[src/rtl/emp_pkg.sv]
// ----------------------------------------------------------------------------
// emp_pkg
// Shared types and constants for the multi-turn encoder position block.
// ----------------------------------------------------------------------------
`default_nettype none

package emp_pkg;

  localparam int ACC_W       = 32;    // multi-turn accumulator width
  localparam int CPR_W       = 16;    // counts_per_rev register width
  localparam int POS_W       = 16;    // position result width
  localparam int QUEUE_DEPTH = 4;     // front to back queue entries
  localparam int QUEUE_AW    = 2;     // queue pointer bits

  localparam logic [CPR_W-1:0] CPR_RESET = 16'd9362;

  localparam logic signed [POS_W-1:0] POS_MAX = 16'sh7fff;
  localparam logic signed [POS_W-1:0] POS_MIN = 16'sh8000;

  // step classification done by the front end
  typedef enum logic [1:0] {
    WRAP_NONE,
    WRAP_UP,
    WRAP_DOWN
  } wrap_t;

  // one beat written into the queue
  typedef struct packed {
    logic                    push;
    logic signed [ACC_W-1:0] acc;
  } acc_push_t;

  // queue status toward both ends
  typedef struct packed {
    logic full;
    logic empty;
  } q_stat_t;

endpackage

`default_nettype wire

[src/rtl/emp_front.sv]
// ----------------------------------------------------------------------------
// emp_front
// Accepts angle samples, classifies the step as wrap or not and updates the
// saturating multi-turn accumulator; each new value goes into the queue.
// ----------------------------------------------------------------------------
`default_nettype none

module emp_front
  import emp_pkg::*;
#(
  parameter int ANGLE_BITS = 21
) (
  input  wire logic                  clk,
  input  wire logic                  rst,
  input  wire logic                  push,
  input  wire logic [ANGLE_BITS-1:0] angle,
  input  wire q_stat_t               q_stat,
  output acc_push_t                  q_wr
);

  localparam int N  = ANGLE_BITS;
  localparam int SW = ACC_W + 2;

  localparam logic signed [N:0]    HALF = (N+1)'((1 << (N-1)) - 1);
  localparam logic signed [SW-1:0] TURN = SW'(1) << N;

  logic [N-1:0]            last_angle;
  logic signed [ACC_W-1:0] turn_acc;
  logic signed [ACC_W-1:0] turn_acc_next;
  logic signed [N:0]       step;
  logic signed [SW-1:0]    step_ext;
  logic signed [SW-1:0]    acc_ext;
  logic signed [SW-1:0]    corr;
  logic signed [SW-1:0]    sum;
  wrap_t                   wrap;
  logic                    accept;

  assign accept = push && !q_stat.full;

  assign step     = $signed({1'b0, angle}) - $signed({1'b0, last_angle});
  assign step_ext = {{(SW-N-1){step[N]}}, step};
  assign acc_ext  = {{(SW-ACC_W){turn_acc[ACC_W-1]}}, turn_acc};

  always_comb begin
    priority if (step > HALF) begin
      wrap = WRAP_UP;
    end else if (step < -HALF) begin
      wrap = WRAP_DOWN;
    end else begin
      wrap = WRAP_NONE;
    end
  end

  always_comb begin
    unique case (wrap)
      WRAP_UP:   corr = TURN;
      WRAP_DOWN: corr = -TURN;
      default:   corr = '0;
    endcase
  end

  // direction is reversed: the step is subtracted
  assign sum = acc_ext + corr - step_ext;

  always_comb begin
    if (sum[SW-1:ACC_W-1] == '0 || sum[SW-1:ACC_W-1] == '1) begin
      turn_acc_next = sum[ACC_W-1:0];
    end else if (sum[SW-1]) begin
      turn_acc_next = {1'b1, {(ACC_W-1){1'b0}}};
    end else begin
      turn_acc_next = {1'b0, {(ACC_W-1){1'b1}}};
    end
  end

  always_ff @(posedge clk) begin
    if (rst) begin
      last_angle <= '0;
      turn_acc   <= '0;
    end else if (accept) begin
      last_angle <= angle;
      turn_acc   <= turn_acc_next;
    end
  end

  assign q_wr.push = accept;
  assign q_wr.acc  = turn_acc_next;

endmodule

`default_nettype wire

[src/rtl/emp_queue.sv]
// ----------------------------------------------------------------------------
// emp_queue
// Short queue of accumulator values between the front and the back end.
// ----------------------------------------------------------------------------
`default_nettype none

module emp_queue
  import emp_pkg::*;
(
  input  wire logic                    clk,
  input  wire logic                    rst,
  input  wire acc_push_t               q_wr,
  input  wire logic                    q_pop,
  output q_stat_t                      q_stat,
  output logic signed [ACC_W-1:0]      head
);

  logic signed [ACC_W-1:0] entry [QUEUE_DEPTH];
  logic [QUEUE_AW-1:0]     wr_ptr;
  logic [QUEUE_AW-1:0]     rd_ptr;
  logic [QUEUE_AW:0]       count;
  logic                    do_push;
  logic                    do_pop;

  assign q_stat.full  = (count == (QUEUE_AW+1)'(QUEUE_DEPTH));
  assign q_stat.empty = (count == '0);

  assign do_push = q_wr.push && !q_stat.full;
  assign do_pop  = q_pop && !q_stat.empty;

  always_ff @(posedge clk) begin
    if (do_push) begin
      entry[wr_ptr] <= q_wr.acc;
    end
  end

  always_ff @(posedge clk) begin
    if (rst) begin
      wr_ptr <= '0;
      rd_ptr <= '0;
      count  <= '0;
    end else begin
      if (do_push) begin
        wr_ptr <= wr_ptr + 1'b1;
      end
      if (do_pop) begin
        rd_ptr <= rd_ptr + 1'b1;
      end
      unique case ({do_push, do_pop})
        2'b10:   count <= count + 1'b1;
        2'b01:   count <= count - 1'b1;
        default: count <= count;
      endcase
    end
  end

  assign head = entry[rd_ptr];

endmodule

`default_nettype wire

[src/rtl/emp_back.sv]
// ----------------------------------------------------------------------------
// emp_back
// Scales the accumulator by counts_per_rev, divides by the full-scale angle
// with truncation toward zero and saturates to 16 bits. Four stages.
// ----------------------------------------------------------------------------
`default_nettype none

module emp_back
  import emp_pkg::*;
#(
  parameter int ANGLE_BITS = 21
) (
  input  wire logic                    clk,
  input  wire logic                    rst,
  input  wire q_stat_t                 q_stat,
  input  wire logic signed [ACC_W-1:0] head,
  output logic                         q_pop,
  input  wire logic [CPR_W-1:0]        cpr,
  input  wire logic                    pop,
  output logic                         empty,
  output logic signed [POS_W-1:0]      position
);

  localparam int N   = ANGLE_BITS;
  localparam int PW  = ACC_W + CPR_W + 1;
  localparam int MW  = PW - 1;
  localparam int CW  = ((N > POS_W) ? N : POS_W) + 1;
  localparam int QW  = POS_W + 2;

  localparam logic [N:0]    DIV     = {1'b0, {N{1'b1}}};
  localparam logic [QW-1:0] LIM_POS = QW'((1 << (POS_W-1)) - 1);
  localparam logic [QW-1:0] LIM_NEG = QW'(1 << (POS_W-1));

  logic                 v1, v2, v3, v4;
  logic                 advance;
  logic signed [PW-1:0] prod;
  logic signed [PW-1:0] prod_abs;
  logic                 neg2, neg3;
  logic [MW-1:0]        mag;
  logic                 a_big;
  logic [POS_W-1:0]     a_lo;
  logic [CW-1:0]        c;
  logic [CW-N-1:0]      c1;
  logic [N:0]           c2;
  logic [N:0]           r;
  logic                 inc;
  logic [QW-1:0]        q;
  logic [QW-1:0]        q_neg;
  logic signed [POS_W-1:0] pos_next;

  // whole pipe moves together while the result slot can take a beat
  assign advance = !v4 || pop;
  assign q_pop   = advance && !q_stat.empty;

  assign prod_abs = prod[PW-1] ? -prod : prod;

  // mag = a*2^N + b = a*D + (a + b); folded twice, then one correction
  assign c1  = c[CW-1:N];
  assign c2  = (N+1)'(c1) + (N+1)'(c[N-1:0]);
  assign r   = (N+1)'(c2[N]) + (N+1)'(c2[N-1:0]);
  assign inc = (r >= DIV);
  assign q   = QW'(a_lo) + QW'(c1) + QW'(c2[N]) + QW'(inc);
  assign q_neg = -q;

  always_comb begin
    priority if (!neg3 && (a_big || q > LIM_POS)) begin
      pos_next = POS_MAX;
    end else if (neg3 && (a_big || q > LIM_NEG)) begin
      pos_next = POS_MIN;
    end else if (neg3) begin
      pos_next = q_neg[POS_W-1:0];
    end else begin
      pos_next = q[POS_W-1:0];
    end
  end

  always_ff @(posedge clk) begin
    if (rst) begin
      v1 <= 1'b0;
      v2 <= 1'b0;
      v3 <= 1'b0;
      v4 <= 1'b0;
    end else if (advance) begin
      v1 <= !q_stat.empty;
      v2 <= v1;
      v3 <= v2;
      v4 <= v3;
    end
  end

  always_ff @(posedge clk) begin
    if (advance) begin
      prod     <= head * $signed({1'b0, cpr});
      neg2     <= prod[PW-1];
      mag      <= prod_abs[MW-1:0];
      neg3     <= neg2;
      a_big    <= |mag[MW-1:N+POS_W];
      a_lo     <= mag[N+POS_W-1:N];
      c        <= CW'(mag[N+POS_W-1:N]) + CW'(mag[N-1:0]);
      position <= pos_next;
    end
  end

  assign empty = !v4;

endmodule

`default_nettype wire

[src/rtl/encoder_multiturn_position.sv]
// ----------------------------------------------------------------------------
// encoder_multiturn_position
// Unwraps absolute single-turn angle samples into a reversed, saturating
// multi-turn count and reports it scaled to a 16-bit position.
// ----------------------------------------------------------------------------
//
//   channel   ports                          beat moves when
//   input     push, full, angle              push && !full
//   result    empty, pop, position           pop && !empty
//   config    cfg_valid, cfg_ready, cfg_data cfg_valid && cfg_ready
//
// one sample accepted per cycle while full is low; the accumulator recurrence
// is a single add; each result passes the queue, then the product,
// magnitude, fold and position registers; a stalled result holds the pipe;
// a four-entry queue keeps taking samples until it fills, then full rises
// reset is synchronous and clears the angle, the accumulator, the queue and
// the pipe; counts_per_rev returns to 9362
// ----------------------------------------------------------------------------
`default_nettype none

module encoder_multiturn_position
  import emp_pkg::*;
#(
  parameter int ANGLE_BITS = 21
) (
  input  wire logic                  clk,
  input  wire logic                  rst,
  input  wire logic                  push,
  output logic                       full,
  input  wire logic [ANGLE_BITS-1:0] angle,
  output logic                       empty,
  input  wire logic                  pop,
  output logic signed [POS_W-1:0]    position,
  input  wire logic                  cfg_valid,
  output logic                       cfg_ready,
  input  wire logic [CPR_W-1:0]      cfg_data
);

  acc_push_t               q_wr;
  q_stat_t                 q_stat;
  logic                    q_pop;
  logic signed [ACC_W-1:0] head;
  logic [CPR_W-1:0]        cpr;

  assign cfg_ready = 1'b1;

  always_ff @(posedge clk) begin
    if (rst) begin
      cpr <= CPR_RESET;
    end else if (cfg_valid && cfg_ready) begin
      cpr <= cfg_data;
    end
  end

  emp_front #(
    .ANGLE_BITS (ANGLE_BITS)
  ) u_front (
    .clk    (clk),
    .rst    (rst),
    .push   (push),
    .angle  (angle),
    .q_stat (q_stat),
    .q_wr   (q_wr)
  );

  emp_queue u_queue (
    .clk    (clk),
    .rst    (rst),
    .q_wr   (q_wr),
    .q_pop  (q_pop),
    .q_stat (q_stat),
    .head   (head)
  );

  emp_back #(
    .ANGLE_BITS (ANGLE_BITS)
  ) u_back (
    .clk      (clk),
    .rst      (rst),
    .q_stat   (q_stat),
    .head     (head),
    .q_pop    (q_pop),
    .cpr      (cpr),
    .pop      (pop),
    .empty    (empty),
    .position (position)
  );

  assign full = q_stat.full;

endmodule

`default_nettype wire

[config.mk]
export PLATFORM = sky130hd
export DESIGN_NAME = encoder_multiturn_position
export DESIGN_NICKNAME = d
export VERILOG_FILES = /design/src/rtl/emp_pkg.sv /design/src/rtl/emp_front.sv /design/src/rtl/emp_queue.sv /design/src/rtl/emp_back.sv /design/src/rtl/encoder_multiturn_position.sv
export SDC_FILE = /design/constraint.sdc
export NUM_CORES = 2
export LEC_CHECK = 0
export BUFFER_PORTS_ARGS = -buffer_cell sky130_fd_sc_hd__buf_4
export CORE_ASPECT_RATIO = 0.7
export CORE_MARGIN = 2
export CORE_UTILIZATION = 32
export DETAILED_ROUTE_END_ITERATION = 10
export PLACE_DENSITY = 0.49
export RECOVER_POWER = 100
export SLEW_MARGIN = 20
export SYNTH_ARGS = -nofsm -noshare
export SYNTH_HDL_FRONTEND = slang
export SYNTH_HIERARCHICAL = 1
export SYNTH_SLANG_ARGS = --single-unit
[constraint.sdc]
create_clock -name clk -period 16.3 [get_ports clk]
set_clock_uncertainty 0.1 [all_clocks]
set_input_delay 0 -clock clk [delete_from_list [all_inputs] [get_ports clk]]
set_output_delay 0 -clock clk [all_outputs]
set_load 0.01 [all_outputs]
==> metrics.md <==
| Metric | Value |
|---|---|
| Hold Path Class | input port to flop |
| Vias | roughly 27000 |
| CP delay by family, top | adder cells |
| Critical Path AT | between 10 and 15 ns |
| Syn Inst Count | 3814 |
| Hold_sp | pop |
| Syn_area_per_cell | about 10 µm² |
| Top cells by area, synth | fa_1, edfxtp_1, ha_1, inv_1, nand2_1 |
| Input/output buffers | 59 |
| Final Max Slew Viols | 846 |
| Die H | 293 µm |
| CP max stage cell | clkbuf_1 |
| Buf+Inv Stages, Crit Path | 5 |
| Leading area contributor after synthesis | fa_1 |
| Register bit total from synthesis | roughly 360 |
| Top cells by count, synth | inv_1, fa_1, nand2_1 |
| Required @ worst endpoint | 16.54 ns |
| CP Max Fanout | 32 |
| First-pass GRT wire length | approximately 160000 µm |
| HPWL Detailed | 73800 µm |
| Mapped Nets | 4582 |
| Die ar. | roughly 120000 µm² |
| CP Launch Type | flop |
| Hold Vio Cnt, Final | 0 |
| Total gr overflow | 0 |
| RD Place Congestion | 0.830 |
| Tcrit/Tclk final | roughly 64% |
| Worst-Skew Late Latency | 0.61 ns |
| # IOs | 61 |
| Share of the synthesized area in the top cell type | 26.5% |
| TritonCTS buffer count | 45 |
| Crit Path Category | flop to flop |
| Row count | around 110 |
| Final wirelength | between 90000 and 100000 µm |
| Max clock buf depth | 3 |
| Share of cells above drive strength 1 | between 4 and 5% |
| Initial Util | 32.4% |
| TritonCTS clock tree | yes |
| Sink Count | 364 |
| Final setup vio count | 0 |
| Layout Nets | between 4000 and 5000 |
| Final TNS setup | 0 ns |
| Min cycle time layout | ~10 ns |
| WL/cell | about 17 µm |
| Core area | 118000 µm² |
| First drt pass iteration count | 5 |
| Worst relative slew slack | -175% |
| Fraction of the yosys area taken by sequential cells | 26.5% |
| Ys flop type | edfxtp_1 |
| H-Tree Level Count | 2 |
| Most numerous cell in the Yosys netlist | inv_1 |
| Failing checks | capacitance limit, slew limit |
| Ys async rst share | 0% |
| Area grow syn2layout | 10.6% |
| Initial drt markers | 1882 |
| Vias/cell | 4.87 |
| Root Driver | clkbuf_16 |
| Remaining antenna violation count | 0 |
| Gr usage total | 16.2% |
| CTS clk-pin slew, worst paths | 0.06 ns |
| Syn Std Cell Area | 38200 µm² |
| Max stage delay on crit path | 2.01 ns |
| Maxcap violations | 23 |
| Yosys cell types | 97 |
| Achievable Freq | 96.1 MHz |
| DRC Markers | 0 |
| Worst path cell trace | clkbuf_1 > mux4_2 > and2_0 > fa_1 > inv_1 > fa_1 > inv_1 > fa_1 > fa_1 > fa_1 > inv_1 > fa_1 > inv_1 > ha_1 > nand2_1 > o21ai_0 > or3_1 > o22ai_1 > o21ai_0 > a21oi_1 > o21ai_0 > a21boi_0 > o21ai_0 > xnor2_1 |
| RSZ-0062 raised after global routing | false |
| Outcome | complete, but fails checks |
| Largest net degree at the start of global routing | 88 |
| Vias in the first global route | 28000 |
| Initial antenna violation count | 0 |
| CP dominant cell by count | fa_1 |
| Number of synthesized flops with an enable pin | 282 |
| Die width | 417 µm |
| Critical path endpoint category | flop |
| Least-Margin Pin Slew | 4.10 ns |
| Synth warn | 6 |
==> area by class of cell <==
class	instances	area (µm²)
Timing Repair Buffer	179	1400
Clock buffer	56	1200
Inverter	631	2370
Multi-Input combinational cell	2644	24900
Clock inverter	27	295
Sequential cell	364	10100
Fill cell	12000	75500
Tap cell	1551	1940
Antenna cell	1	2.50
==> cell usage in the layout, fill, tap and decap left out, types with 25 or more instances in the layout <==
| cell type | n |
|---|---|
| buf_4 | 48 |
| fa_1 | 505 |
| dlygate4sd3_1 | 88 |
| a21oi_1 | 157 |
| nand3_1 | 45 |
| inv_1 | 628 |
| dfxtp_1 | 81 |
| o21ai_0 | 115 |
| xnor2_1 | 154 |
| a21o_1 | 57 |
| and2_1 | 233 |
| mux4_2 | 30 |
| o31ai_1 | 25 |
| a221o_1 | 32 |
| clkbuf_16 | 46 |
| or3_1 | 28 |
| clkbuf_1 | 52 |
| nand2_1 | 449 |
| xor2_1 | 71 |
| ha_1 | 221 |
| nor2_1 | 106 |
| edfxtp_1 | 282 |
| nor3_1 | 42 |
==> kinds of logic after synthesis <==
logic type,Yosys count,synth area share [%]
AOI/OAI and AO/OA,561,9.88
xor gates and xnor gates,225,5.16
adders and majority gates,726,33.7
buffers and inverters,806,8.24
DFF,364,26.5
muxes,50,2.38
other,1,0.00983
and+or+nand+nor,1081,14.1
==> worst paths after layout <==
path         cells past startpoint         endpoint  slack [ns]
max                             24  u_back/prod[40]        5.89
max reg2reg                     24  u_back/prod[40]        5.89
min                              5        u_back/v2        0.20
min reg2reg                      0      u_back/neg3        0.32
==> per-layer routing <==
layer  wire, µm  up-vias  global-route usage [%]
met5          0        -                       0
met4       1470        0                    3.16
met3       4250       78                    2.31
met2      38600      496                    23.4
met1      51000    13400                    25.6
li1           -    12600                       -
==> worst min-delay path: stages <==
cell	delay [ns]
dlygate4sd3_1	0.53
buf_4	0.10
nor2_1	0.09
nand2_1	0.08
a21oi_1	0.05
==> what timing repair did <==
item | CTS | global route
gates resized for setup | 0 | 0
hold buffers | 88 | 0
buffers inserted | 0 | 0
endpoints found under the hold margin | 49 | 0
==> registers in the layout, indices dropped and copies added (netlist names), 2 cells and up, named ones only <==
signal              flops
u_queue/entry         128
u_back/prod            49
u_back/mag             48
u_front/turn_acc       32
u_back/c               22
u_front/last_angle     21
cpr                    16
u_back/a_lo            16
u_back/position        16
u_queue/count           3
u_queue/rd_ptr          2
u_queue/wr_ptr          2
==> through the flow <==
stage / utilization [%] / hold slack (ns) / area [µm²] / instances / worst slack [ns]
after floorplan: - / -0.0309 / 38200 / 3814 / 8.93
after global placement: 34.0 / 0.118 / 40000 / 5281 / 7.65
after detailed placement: 34.0 / 0.123 / 40000 / 5281 / 7.52
after CTS: 36.0 / 0.178 / 42400 / 5452 / 7.51
after global routing: 35.9 / 0.219 / 42200 / 5452 / 4.91
final: 35.9 / 0.202 / 42200 / 5453 / 5.89
Power is left out: the tool's default activity adds up to more than one toggle a clock period on the data nets, which glitch-free logic cannot reach.
